## config.mk

```make
export PLATFORM = sky130hd
export DESIGN_NAME = signed_int_divider_saturating
export DESIGN_NICKNAME = d
export VERILOG_FILES = /design/src/rtl/sidiv_pkg.sv /design/src/rtl/sidiv_ctrl.sv /design/src/rtl/sidiv_dp.sv /design/src/rtl/signed_int_divider_saturating.sv
export SDC_FILE = /design/constraint.sdc
export NUM_CORES = 1
export LEC_CHECK = 0
export BUFFER_PORTS_ARGS = -buffer_cell sky130_fd_sc_hd__buf_2
export CELL_PAD_IN_SITES_DETAIL_PLACEMENT = 1
export CELL_PAD_IN_SITES_GLOBAL_PLACEMENT = 1
export CORE_MARGIN = 2
export CORE_UTILIZATION = 35
export DETAILED_ROUTE_END_ITERATION = 10
export PLACE_DENSITY_LB_ADDON = 0.1
export SLEW_MARGIN = 40
export SYNTH_ARGS = -nofsm -noshare
export SYNTH_HDL_FRONTEND = slang
export SYNTH_SLANG_ARGS = --single-unit
export TNS_END_PERCENT = 5
```

## constraint.sdc

```tcl
create_clock -name i_clk -period 9.9 [get_ports i_clk]
set_input_delay 1.485 -clock i_clk [delete_from_list [all_inputs] [get_ports i_clk]]
set_output_delay 1.485 -clock i_clk [all_outputs]
set_load 0.005 [all_outputs]
```

## src/rtl/sidiv_pkg.sv

```systemverilog
package sidiv_pkg;

    localparam int WIDTH_DEF = 32;

    // datapath commands issued by the controller
    typedef struct packed {
        logic load;
        logic step;
        logic finish;
    } t_dp_cmd;

endpackage

```

## src/rtl/sidiv_ctrl.sv

```systemverilog
module sidiv_ctrl #(
    parameter int WIDTH = sidiv_pkg::WIDTH_DEF
) (
    input  logic               i_clk,
    input  logic               i_rst_n,
    input  logic               i_in_valid,
    output logic               o_in_ready,
    output logic               o_out_valid,
    input  logic               i_out_ready,
    output sidiv_pkg::t_dp_cmd o_cmd
);
    import sidiv_pkg::*;

    localparam int CNT_W = $clog2(WIDTH);

    typedef enum logic [2:0] {
        S_IDLE = 3'b001,
        S_CALC = 3'b010,
        S_FIX  = 3'b100
    } t_state;

    t_state             r_state, n_state;
    logic [CNT_W-1:0]   r_cnt, n_cnt;
    logic               r_out_valid, n_out_valid;
    logic               w_out_free;

    assign w_out_free  = !r_out_valid || i_out_ready;
    assign o_in_ready  = (r_state == S_IDLE);
    assign o_out_valid = r_out_valid;

    always_comb begin
        n_state     = r_state;
        n_cnt       = r_cnt;
        o_cmd       = '0;
        n_out_valid = r_out_valid;
        if (r_out_valid && i_out_ready) begin
            n_out_valid = 1'b0;
        end
        case (r_state)
            S_IDLE: begin
                if (i_in_valid) begin
                    o_cmd.load = 1'b1;
                    n_cnt      = CNT_W'(WIDTH - 1);
                    n_state    = S_CALC;
                end
            end
            S_CALC: begin
                o_cmd.step = 1'b1;
                n_cnt      = r_cnt - 1'b1;
                if (r_cnt == '0) begin
                    n_state = S_FIX;
                end
            end
            S_FIX: begin
                // wait until the output register can take the result
                if (w_out_free) begin
                    o_cmd.finish = 1'b1;
                    n_out_valid  = 1'b1;
                    n_state      = S_IDLE;
                end
            end
            default: begin
                n_state = S_IDLE;
            end
        endcase
    end

    always_ff @(posedge i_clk) begin
        if (!i_rst_n) begin
            r_state     <= S_IDLE;
            r_cnt       <= '0;
            r_out_valid <= 1'b0;
        end else begin
            r_state     <= n_state;
            r_cnt       <= n_cnt;
            r_out_valid <= n_out_valid;
        end
    end

endmodule

```

## src/rtl/sidiv_dp.sv

```systemverilog
module sidiv_dp #(
    parameter int WIDTH = sidiv_pkg::WIDTH_DEF
) (
    input  logic               i_clk,
    input  sidiv_pkg::t_dp_cmd i_cmd,
    input  logic [WIDTH-1:0]   i_dividend,
    input  logic [WIDTH-1:0]   i_divisor,
    output logic [WIDTH-1:0]   o_quotient
);
    import sidiv_pkg::*;

    localparam logic [WIDTH-1:0] MIN_NEG = {1'b1, {(WIDTH-1){1'b0}}};
    localparam logic [WIDTH-1:0] MAX_POS = {1'b0, {(WIDTH-1){1'b1}}};

    logic [WIDTH-1:0] r_num;   // dividend bits shift out, quotient bits shift in
    logic [WIDTH-1:0] r_rem;
    logic [WIDTH-1:0] r_den;
    logic             r_neg;
    logic             r_sat;
    logic [WIDTH-1:0] r_q;

    logic [WIDTH-1:0] w_mag_a;
    logic [WIDTH-1:0] w_mag_b;
    logic [WIDTH-1:0] w_shift;
    logic [WIDTH:0]   w_trial;
    logic             w_fits;

    assign w_mag_a = i_dividend[WIDTH-1] ? (~i_dividend + 1'b1) : i_dividend;
    assign w_mag_b = i_divisor[WIDTH-1]  ? (~i_divisor + 1'b1)  : i_divisor;

    // remainder stays below the divisor, so the shifted value fits in WIDTH bits
    assign w_shift = {r_rem[WIDTH-2:0], r_num[WIDTH-1]};
    assign w_trial = {1'b0, w_shift} - {1'b0, r_den};
    assign w_fits  = !w_trial[WIDTH];

    always_ff @(posedge i_clk) begin
        if (i_cmd.load) begin
            r_num <= w_mag_a;
            r_den <= w_mag_b;
            r_rem <= '0;
            r_neg <= i_dividend[WIDTH-1] ^ i_divisor[WIDTH-1];
            r_sat <= (i_divisor == '0) ||
                     ((i_dividend == MIN_NEG) && (i_divisor == '1));
        end else if (i_cmd.step) begin
            r_rem <= w_fits ? w_trial[WIDTH-1:0] : w_shift;
            r_num <= {r_num[WIDTH-2:0], w_fits};
        end
        if (i_cmd.finish) begin
            if (r_sat) begin
                r_q <= MAX_POS;
            end else if (r_neg) begin
                r_q <= ~r_num + 1'b1;
            end else begin
                r_q <= r_num;
            end
        end
    end

    assign o_quotient = r_q;

endmodule

```

## src/rtl/signed_int_divider_saturating.sv

```systemverilog
// signed integer divider with saturation
//
// input stream: one request carries dividend and divisor; accepted when
// i_s_axis_tvalid and o_s_axis_tready are both high. output stream: one
// quotient per request, truncated toward zero.
// a zero divisor, and the most negative value over minus one, both give the
// largest positive value.
//
// steps: the request is taken in the idle state, then the radix-2 restoring
// loop (one quotient bit per cycle through the shared subtractor), then the
// sign fix and saturation into the output register, once that register is free.
// one request is worked on at a time; the next one is taken while a result
// still waits in the output register.
//
// reset clears the controller and the output valid; no result is pending.
// when the receiver stalls, the result holds in the output register and a
// following division waits at its last step until the register frees up.
module signed_int_divider_saturating #(
    parameter int WIDTH = sidiv_pkg::WIDTH_DEF
) (
    input  logic                              i_clk,
    input  logic                              i_rst_n,
    input  logic                              i_s_axis_tvalid,
    output logic                              o_s_axis_tready,
    // dividend, divisor
    input  logic [((2*WIDTH+7)/8)*8-1:0]      i_s_axis_tdata,
    output logic                              o_m_axis_tvalid,
    input  logic                              i_m_axis_tready,
    // quotient
    output logic [((WIDTH+7)/8)*8-1:0]        o_m_axis_tdata
);
    import sidiv_pkg::*;

    localparam int OUT_W = ((WIDTH + 7) / 8) * 8;

    t_dp_cmd          w_cmd;
    logic [WIDTH-1:0] w_quotient;

    sidiv_ctrl #(
        .WIDTH(WIDTH)
    ) u_ctrl (
        .i_clk       (i_clk),
        .i_rst_n     (i_rst_n),
        .i_in_valid  (i_s_axis_tvalid),
        .o_in_ready  (o_s_axis_tready),
        .o_out_valid (o_m_axis_tvalid),
        .i_out_ready (i_m_axis_tready),
        .o_cmd       (w_cmd)
    );

    sidiv_dp #(
        .WIDTH(WIDTH)
    ) u_dp (
        .i_clk      (i_clk),
        .i_cmd      (w_cmd),
        .i_dividend (i_s_axis_tdata[WIDTH-1:0]),
        .i_divisor  (i_s_axis_tdata[2*WIDTH-1:WIDTH]),
        .o_quotient (w_quotient)
    );

    assign o_m_axis_tdata = OUT_W'(w_quotient);

endmodule

```

==> results.py, run 1 <==
metrics = {
    "status": {
        "status": "finished clean",
    },
    "routing": {
        "dr_wl_met3_um": 784,
        "wl_mm": 23.67,
        "met2_length_mm": 11.09,
        "first_pass_iters": 4,
        "routedWlPerCell_um": 17.14,
        "drc": 0,
        "wl_met1_mm": 11.59,
        "highest_layer": "met5",
        "ant_nets": 0,
        "first_iter_violations": 322,
        "num_vias": 7209,
        "viasPerCell": 5.220,
    },
    "grt": {
        "grt_pass1_vias": 7331,
        "grt_pass1_wl_mm": 38.38,
        "track_usage": 0.1842,
        "grt_max_degree": 72,
        "gr-total-overflow": 0,
        "grt_antenna_before_repair": 4,
    },
    "sta": {
        "layout_min_cycle_time_ns": 4.147,
        "fmax_mhz": 241.2,
        "fin_setup_tns_ns": 0,
        "slew_headroom": 0.5304,
        "worst_pin_slew_ns": 0.7045,
        "finalSetupViolations": 0,
        "final.period_utilization": 0.4188,
        "skew_ns": 0.01090,
        "rsz0062_at_grt": "no",
        "finalHoldViolCount": 0,
        "drv_slew": 0,
        "whs_ns": 0.4849,
    },
    "synth": {
        "synth.distinct_cells": 56,
        "synth_cells": 947,
        "synth_area_leaders": "edfxtp_1 34%, dfxtp_1 9.2%, nand2_1 5.9%, o21ai_0 5.7%, xor2_1 5.6%",
        "yosys.area.top_type": "edfxtp_1",
        "syn_nets": 1054,
        "syn_area_um2": 8713,
        "syn_area_per_cell_um2": 9.201,
        "synth_warnings": 0,
        "synth_commonest_cells": "136 x nand2_1, 99 x o21ai_0, 98 x edfxtp_1, 56 x xor2_1, 54 x xnor2_1",
        "yosys.area.top_type_share": 0.3377,
        "ys_ff_latch": 138,
        "async_flop_share": 0,
        "synth-edff-count": 98,
        "seq_area_frac_synth": 0.4296,
        "synth_most_common_cell": "nand2_1",
        "synth_ff_type": "edfxtp_1",
    },
    "worst_setup_path": {
        "crit_required_ns": 10.06,
        "cp_max_fo": 5,
        "cpPeakStageDelay_ns": 0.54,
        "worstSetupEndpointType": "flip-flop",
        "cp.arrival_ns": 4.31,
        "critical_path_class": "input port to flip-flop",
        "cp_cell_sequence": "buf_2 > nor4_1 > nand3_1 > or2_2 > or3_1 > or4_1 > nand2b_1 > o41ai_1 > xnor2_1",
        "crit_path_start_kind": "input port",
        "crit_slowest_cell": "nor4_1",
    },
    "job": {
        "cap_violations": 0,
    },
    "clock_network": {
        "cts_setup_buffers": 0,
        "cts_tree": "done",
        "clkTransAtPathRegs_ns": 0.06,
        "cts-buffers-inserted": 17,
        "max-clock-path-buffers": 2,
        "cts-root-buf": "clkbuf_16",
        "cts_resized": 0,
        "clock-sinks": 138,
        "clk_latency_ns": 0.42,
        "cts_hold_buffers": 0,
        "cts_max_level": 4,
    },
    "layout": {
        "syn_to_final_growth_pct": 17.09,
        "final-seq-area_um2": 3744,
        "nets": 1148,
        "final.fill_count": 2916,
        "layout-drive-gt1-share": 0.1575,
        "multi_input_area_um2": 4667,
    },
    "power": {
        "power.density_nw_per_um2": 151.0,
        "p_clk_frac": 0.399,
        "power_frac_comb": 0.148,
        "seqPwrFrac": 0.453,
        "p_sw_uw": 427.8,
        "p_int_uw": 1113,
        "vdd_drop_max_mv": 0.08315,
        "p_leak_uw": 0.004110,
        "swShare": 0.2777,
    },
    "die": {
        "die_y_um": 161.8,
        "dieArea_um2": 26170,
        "start_util": 0.3572,
        "ioPinCount": 102,
        "placementRows": 57,
        "core_um2": 24390,
        "die_w_um": 161.8,
    },
    "place": {
        "place_hpwl_mm": 17.36,
        "portBuffers": 101,
        "globalplace.congestion": 0.7881,
    },
    "hold_path": {
        "hp-class": "flip-flop to flip-flop",
    },
}
[worst max-delay path, delay by kind of cell]
kind / cells / cell delay, ns
AND/OR/NAND/NOR: 6 / 2.23
AO/OA/AOI/OAI: 1 / 0.33
XOR/XNOR: 1 / 0.12
buffers and inverters: 1 / 0.13
[area by class of cell]
cell class,instances,share of cell area
flip-flops and latches,138,0.3669
clock inverters,11,0.008217
well taps,324,0.03974
multi-input cells,722,0.4574
diodes,3,0.0007358
clock buffers,21,0.04771
repair buffers,110,0.06009
inverters,52,0.01913
[placed cells by master (no fill, tap or decap), types with 11 or more instances in the layout]
master     netlist  layout
inv_1           51      50
mux2i_1         11      11
xnor2_1         54      54
clkbuf_16        0      19
dfxtp_1         40      40
o21ai_0         99      99
or4_1           11      11
nand3_1         22      22
buf_2            0     101
nand2_1        136     135
ha_1            38      38
xor2_1          56      56
nor4_1          11      11
edfxtp_1        98      98
a21oi_1         49      49
o41ai_1         16      16
nor3_1          16      16
o31ai_1         25      25
nand2b_1        11      11
nor2_1          49      48
a21o_1          15      15
[cells by family (layout without fill, tap and decap cells)]
group           count (synthesis)  in the layout  synth area share
compound gates                253            253            0.1828
xor+xnor                      110            110            0.1106
fa+ha+maj                      39             39           0.05686
buf+inv                        87            194           0.03748
flops                         138            138            0.4296
mux                            11             11           0.01264
other cells                     0              3                 0
simple gates                  309            309            0.1700
[routing by layer]
layer,vias up,global-route usage
met4,2,0.04264
met5,-,0
li1,3630,-
met2,100,0.3027
met1,3462,0.2536
met3,15,0.03243
[metrics by stage]
stage / setup slack (ns) / cells / utilization / area (um^2) / power, uW
after CTS: 5.783 / 1378 / 0.4179 / 10190 / 1562
after global placement: 5.371 / 1344 / 0.3919 / 9559 / 937.9
after detailed placement: 5.346 / 1346 / 0.3945 / 9622 / 940.6
after floorplan: 5.869 / 947 / - / 8713 / 856.8
final: 5.753 / 1381 / 0.4183 / 10200 / 1541
after global routing: 5.565 / 1379 / 0.4181 / 10200 / 1619
[path summary, 6_finish.rpt]
check | slack [ns] | to | from | cells past startpoint
min | 0.48 | u_ctrl.r_cnt[3] | u_ctrl.r_cnt[3] | 1
max | 5.75 | u_dp.r_den[29] | i_s_axis_tdata[35] | 9
min reg2reg | 0.48 | u_ctrl.r_cnt[3] | u_ctrl.r_cnt[3] | 1
max reg2reg | 6.07 | u_dp.o_quotient[29] | u_dp.r_num[6] | 9
[power groups by stage]
stage               Sequential [uW]  Combinational [uW]  Clock, uW
detailed placement              710                 230          0
finish                          699                 227        615
CTS                             699                 232        631
floorplan                       700                 157          0
global placement                710                 228          0
global route                    703                 261        656
[registers in the layout (all words and copies together) (netlist names)]
register,flops
u_dp.r_sat,1
u_ctrl.r_cnt,5
u_dp.r_neg,1
u_ctrl.o_out_valid,1
u_dp.o_quotient,32
u_dp.r_num,32
u_dp.r_rem,31
u_dp.r_den,32
u_ctrl.r_state,3
Power figures use the tool's default switching activity.
==> inputs of run 2 (changes only) <==
--- a/config.mk
+++ b/config.mk
@@ -5,6 +5,7 @@
 export SDC_FILE = /design/constraint.sdc
 export NUM_CORES = 1
 export LEC_CHECK = 0
+export ABC_AREA = 1
 export BUFFER_PORTS_ARGS = -buffer_cell sky130_fd_sc_hd__buf_2
 export CELL_PAD_IN_SITES_DETAIL_PLACEMENT = 1
 export CELL_PAD_IN_SITES_GLOBAL_PLACEMENT = 1
==> constraint.sdc (replaced) <==
create_clock -name i_clk -period 4.2 [get_ports i_clk]
set_input_delay 0.63 -clock i_clk [delete_from_list [all_inputs] [get_ports i_clk]]
set_output_delay 0.63 -clock i_clk [all_outputs]
set_load 0.005 [all_outputs]
==> run 2 against run 1 <==
Final cell count is 51% higher. First-iteration DRC count is 78% higher. Flip-flop and latch count stayed put. Clock skew is 0.0035 ns higher. Routed wire length is 56% higher. Via count is 45% higher. Register-to-register slack worse by 4.7 ns. Clock power grew to 2.6 times the previous value. Power grew to 2.9 times the previous value. Sequential power grew to 2.7 times the previous value.
==> results.py, run 2 <==
metrics = {
    "status": {
        "status": "finished clean",
    },
    "worst_setup_path": {
        "cp_max_fo": 34,
        "crit_path_start_kind": "flip-flop",
        "r2r-start": "u_dp.r_num[31]",
        "cp.arrival_ns": 3.14,
        "critical_path_class": "flip-flop to flip-flop",
        "worstSetupEndpointType": "flip-flop",
        "cpPeakStageDelay_ns": 0.46,
        "path_buf_inv": 1,
        "cp_cell_sequence": "inv_1 > ha_1 > fa_1 > o21ai_1 > nand3_1 > nand2_2 > nand2_2 > nand2_2 > nand2_4 > nand2_4 > nand3_1 > nand3_1 > nand2_1",
        "crit_slowest_cell": "nand2_4",
        "rr_endpoint": "u_dp.r_rem[20]",
        "crit_family": "simple AND/OR/NAND/NOR gates",
        "crit_required_ns": 4.53,
        "worstRegToRegCells": 13,
        "rrSetupSlack_ns": 1.40,
    },
    "clock_network": {
        "cts_max_level": 4,
        "clock-sinks": 138,
        "cts_setup_buffers": 0,
        "cts_hold_buffers": 0,
        "clk_latency_ns": 0.44,
        "cts-buffers-inserted": 17,
        "cts_tree": "done",
        "clkTransAtPathRegs_ns": 0.07,
        "max-clock-path-buffers": 2,
        "cts_resized": 0,
        "cts-root-buf": "clkbuf_16",
    },
    "die": {
        "die_y_um": 178.2,
        "core_um2": 29800,
        "dieArea_um2": 31750,
        "die_w_um": 178.2,
        "start_util": 0.3564,
        "ioPinCount": 102,
        "placementRows": 63,
    },
    "layout": {
        "layout_commonest_cell": "nand2_1",
        "syn_to_final_growth_pct": 13.93,
        "layout-drive-gt1-share": 0.1010,
        "nets": 1787,
        "antennaDiodeCount": 0,
        "multi_input_area_um2": 5643,
        "final.fill_count": 3909,
        "mostFrequentLayoutCells": "471 x nand2_1, 276 x inv_1, 146 x nand3_1",
        "final-seq-area_um2": 3744,
    },
    "power": {
        "power_frac_comb": 0.237,
        "p_sw_uw": 1596,
        "p_clk_frac": 0.350,
        "seqPwrFrac": 0.413,
        "vdd_drop_max_mv": 0.2839,
        "swShare": 0.3549,
        "p_int_uw": 2901,
        "p_leak_uw": 0.005942,
        "power.density_nw_per_um2": 371.7,
    },
    "routing": {
        "routedWlPerCell_um": 17.70,
        "wl_mm": 36.87,
        "first_iter_violations": 573,
        "num_vias": 10480,
        "viasPerCell": 5.031,
        "drc": 0,
        "first_pass_iters": 5,
        "ant_nets": 0,
    },
    "hold_path": {
        "whs_endpoint": "u_ctrl.r_state[0]",
        "hp-class": "input port to flip-flop",
        "min_delay_path_depth": 2,
        "min_from": "i_rst_n",
    },
    "synth": {
        "syn_nets": 1695,
        "synth_top_family_by_area": "simple AND/OR/NAND/NOR gates",
        "ys_ff_latch": 138,
        "synth_area_leaders": "edfxtp_1 28%, nand2_1 17%, inv_1 9.8%, dfxtp_1 7.5%, nand3_1 6.9%",
        "synth_xor_area_frac": 0.04123,
        "seq_area_frac_synth": 0.3525,
        "syn_area_um2": 10620,
        "syn_area_per_cell_um2": 6.688,
        "synth_most_common_cell": "nand2_1",
        "synth_commonest_cells": "471 x nand2_1, 277 x inv_1, 146 x nand3_1, 145 x nor2_1, 98 x edfxtp_1",
        "synthMuxAreaShare": 0,
        "synth_ff_type": "edfxtp_1",
        "synth_compound_gate_area_share": 0.08377,
        "yosys.area.top_type": "edfxtp_1",
        "synth-edff-count": 98,
        "yosys.area.top_type_share": 0.2771,
        "synth_cells": 1588,
        "synth_warnings": 0,
        "synth_fa_ha_area_frac": 0.04665,
        "async_flop_share": 0,
        "synth.distinct_cells": 43,
        "yosys.area_share.simple": 0.3587,
    },
    "grt": {
        "track_usage": 0.2377,
        "grt_pass1_wl_mm": 57.88,
        "grt_pass1_vias": 10470,
        "grt_antenna_before_repair": 0,
        "gr-total-overflow": 0,
        "grt_max_degree": 59,
    },
    "sta": {
        "final.period_utilization": 0.6677,
        "fmax_mhz": 356.6,
        "slew_headroom": 0.5032,
        "skew_ns": 0.01444,
        "finalHoldViolCount": 0,
        "fin_setup_tns_ns": 0,
        "fin_ws_ns": 1.396,
        "layout_min_cycle_time_ns": 2.804,
        "rsz0062_at_grt": "no",
        "finalSetupViolations": 0,
        "drv_slew": 0,
        "worst_pin_slew_ns": 0.7383,
    },
    "place": {
        "place_hpwl_mm": 28.86,
        "post-place-ws_ns": 1.424,
        "portBuffers": 101,
        "globalplace.congestion": 0.9007,
    },
    "job": {
        "cap_violations": 0,
    },
}
==> run 2: cell count changes after synthesis, moves of 13 or more <==
cell      previous run  this run
xnor2_1             54        12
nor2_1              49       145
nand3_1             22       146
a21o_1              15         2
nand4_1             10        31
o31ai_1             25         7
nand3b_1             3        20
o41ai_1             16         0
o21ai_0             99        76
clkbuf_1            33        16
nand2_1            136       471
xor2_1              56        38
inv_1               51       277
o21ai_1              0        13
==> run 2: worst register-to-register path, cell delays in order (launching register included) <==
cell	delay, ns
edfxtp_1	0.32
inv_1	0.08
ha_1	0.22
fa_1	0.43
o21ai_1	0.17
nand3_1	0.12
nand2_2	0.12
nand2_2	0.07
nand2_2	0.10
nand2_4	0.27
nand2_4	0.47
nand3_1	0.19
nand3_1	0.10
nand2_1	0.05
==> run 2: how the worst max path moves through the flow <==
stage | from | end | slack, ns | depth (start not counted)
2_1_floorplan | i_m_axis_tready | u_dp.o_quotient[0] | 1.74 | 2
5_1_grt | u_dp.r_num[31] | u_dp.r_rem[21] | 1.21 | 13
4_1_cts | u_dp.r_num[31] | u_dp.r_rem[8] | 1.42 | 13
6_report | u_dp.r_num[31] | u_dp.r_rem[20] | 1.40 | 13
3_5_place_dp | u_dp.r_num[31] | u_dp.r_rem[8] | 1.42 | 13
3_3_place_gp | u_dp.r_den[4] | u_dp.r_rem[18] | 1.52 | 13
==> run 2: through the flow <==
step           utilization  area, um^2  std cells  hold slack, ns  power, uW
2_1_floorplan            -       10620       1588          0.4298       2510
3_3_place_gp        0.3855       11490       2050          0.4463       2908
3_5_place_dp        0.3855       11490       2050          0.4598       2937
4_1_cts             0.4056       12080       2082          0.3905       4518
5_1_grt             0.4061       12100       2083          0.3920       4734
6_report            0.4061       12100       2083          0.4004       4497
==> run 2: power groups by stage <==
stage               registers (uW)  logic (uW)  clock network [uW]
floorplan                     1800         705                   0
global placement              1880        1030                   0
detailed placement            1890        1050                   0
CTS                           1860        1060                1600
global route                  1880        1210                1650
finish                        1860        1070                1570
==> run 2: kinds of logic after synthesis <==
logic type / Yosys count
buffers and inverters: 316
AND/OR/NAND/NOR: 880
XOR/XNOR: 50
adder cells (fa/ha/maj): 39
flip-flops: 138
AO/OA/AOI/OAI: 165
==> run 2: layout make-up <==
class	count	area share
well taps	390	0.04033
flip-flops and latches	138	0.3094
repair buffers	110	0.04798
inverters	279	0.08656
multi-input cells	1134	0.4664
clock buffers	21	0.04168
clock inverters	11	0.007653
==> run 2: per-layer routing <==
metal  global-route usage  routed length (um)
met1               0.3551               18940
met4              0.06572                 707
met5                    0                   0
met3              0.02899                1614
met2               0.3590               15610
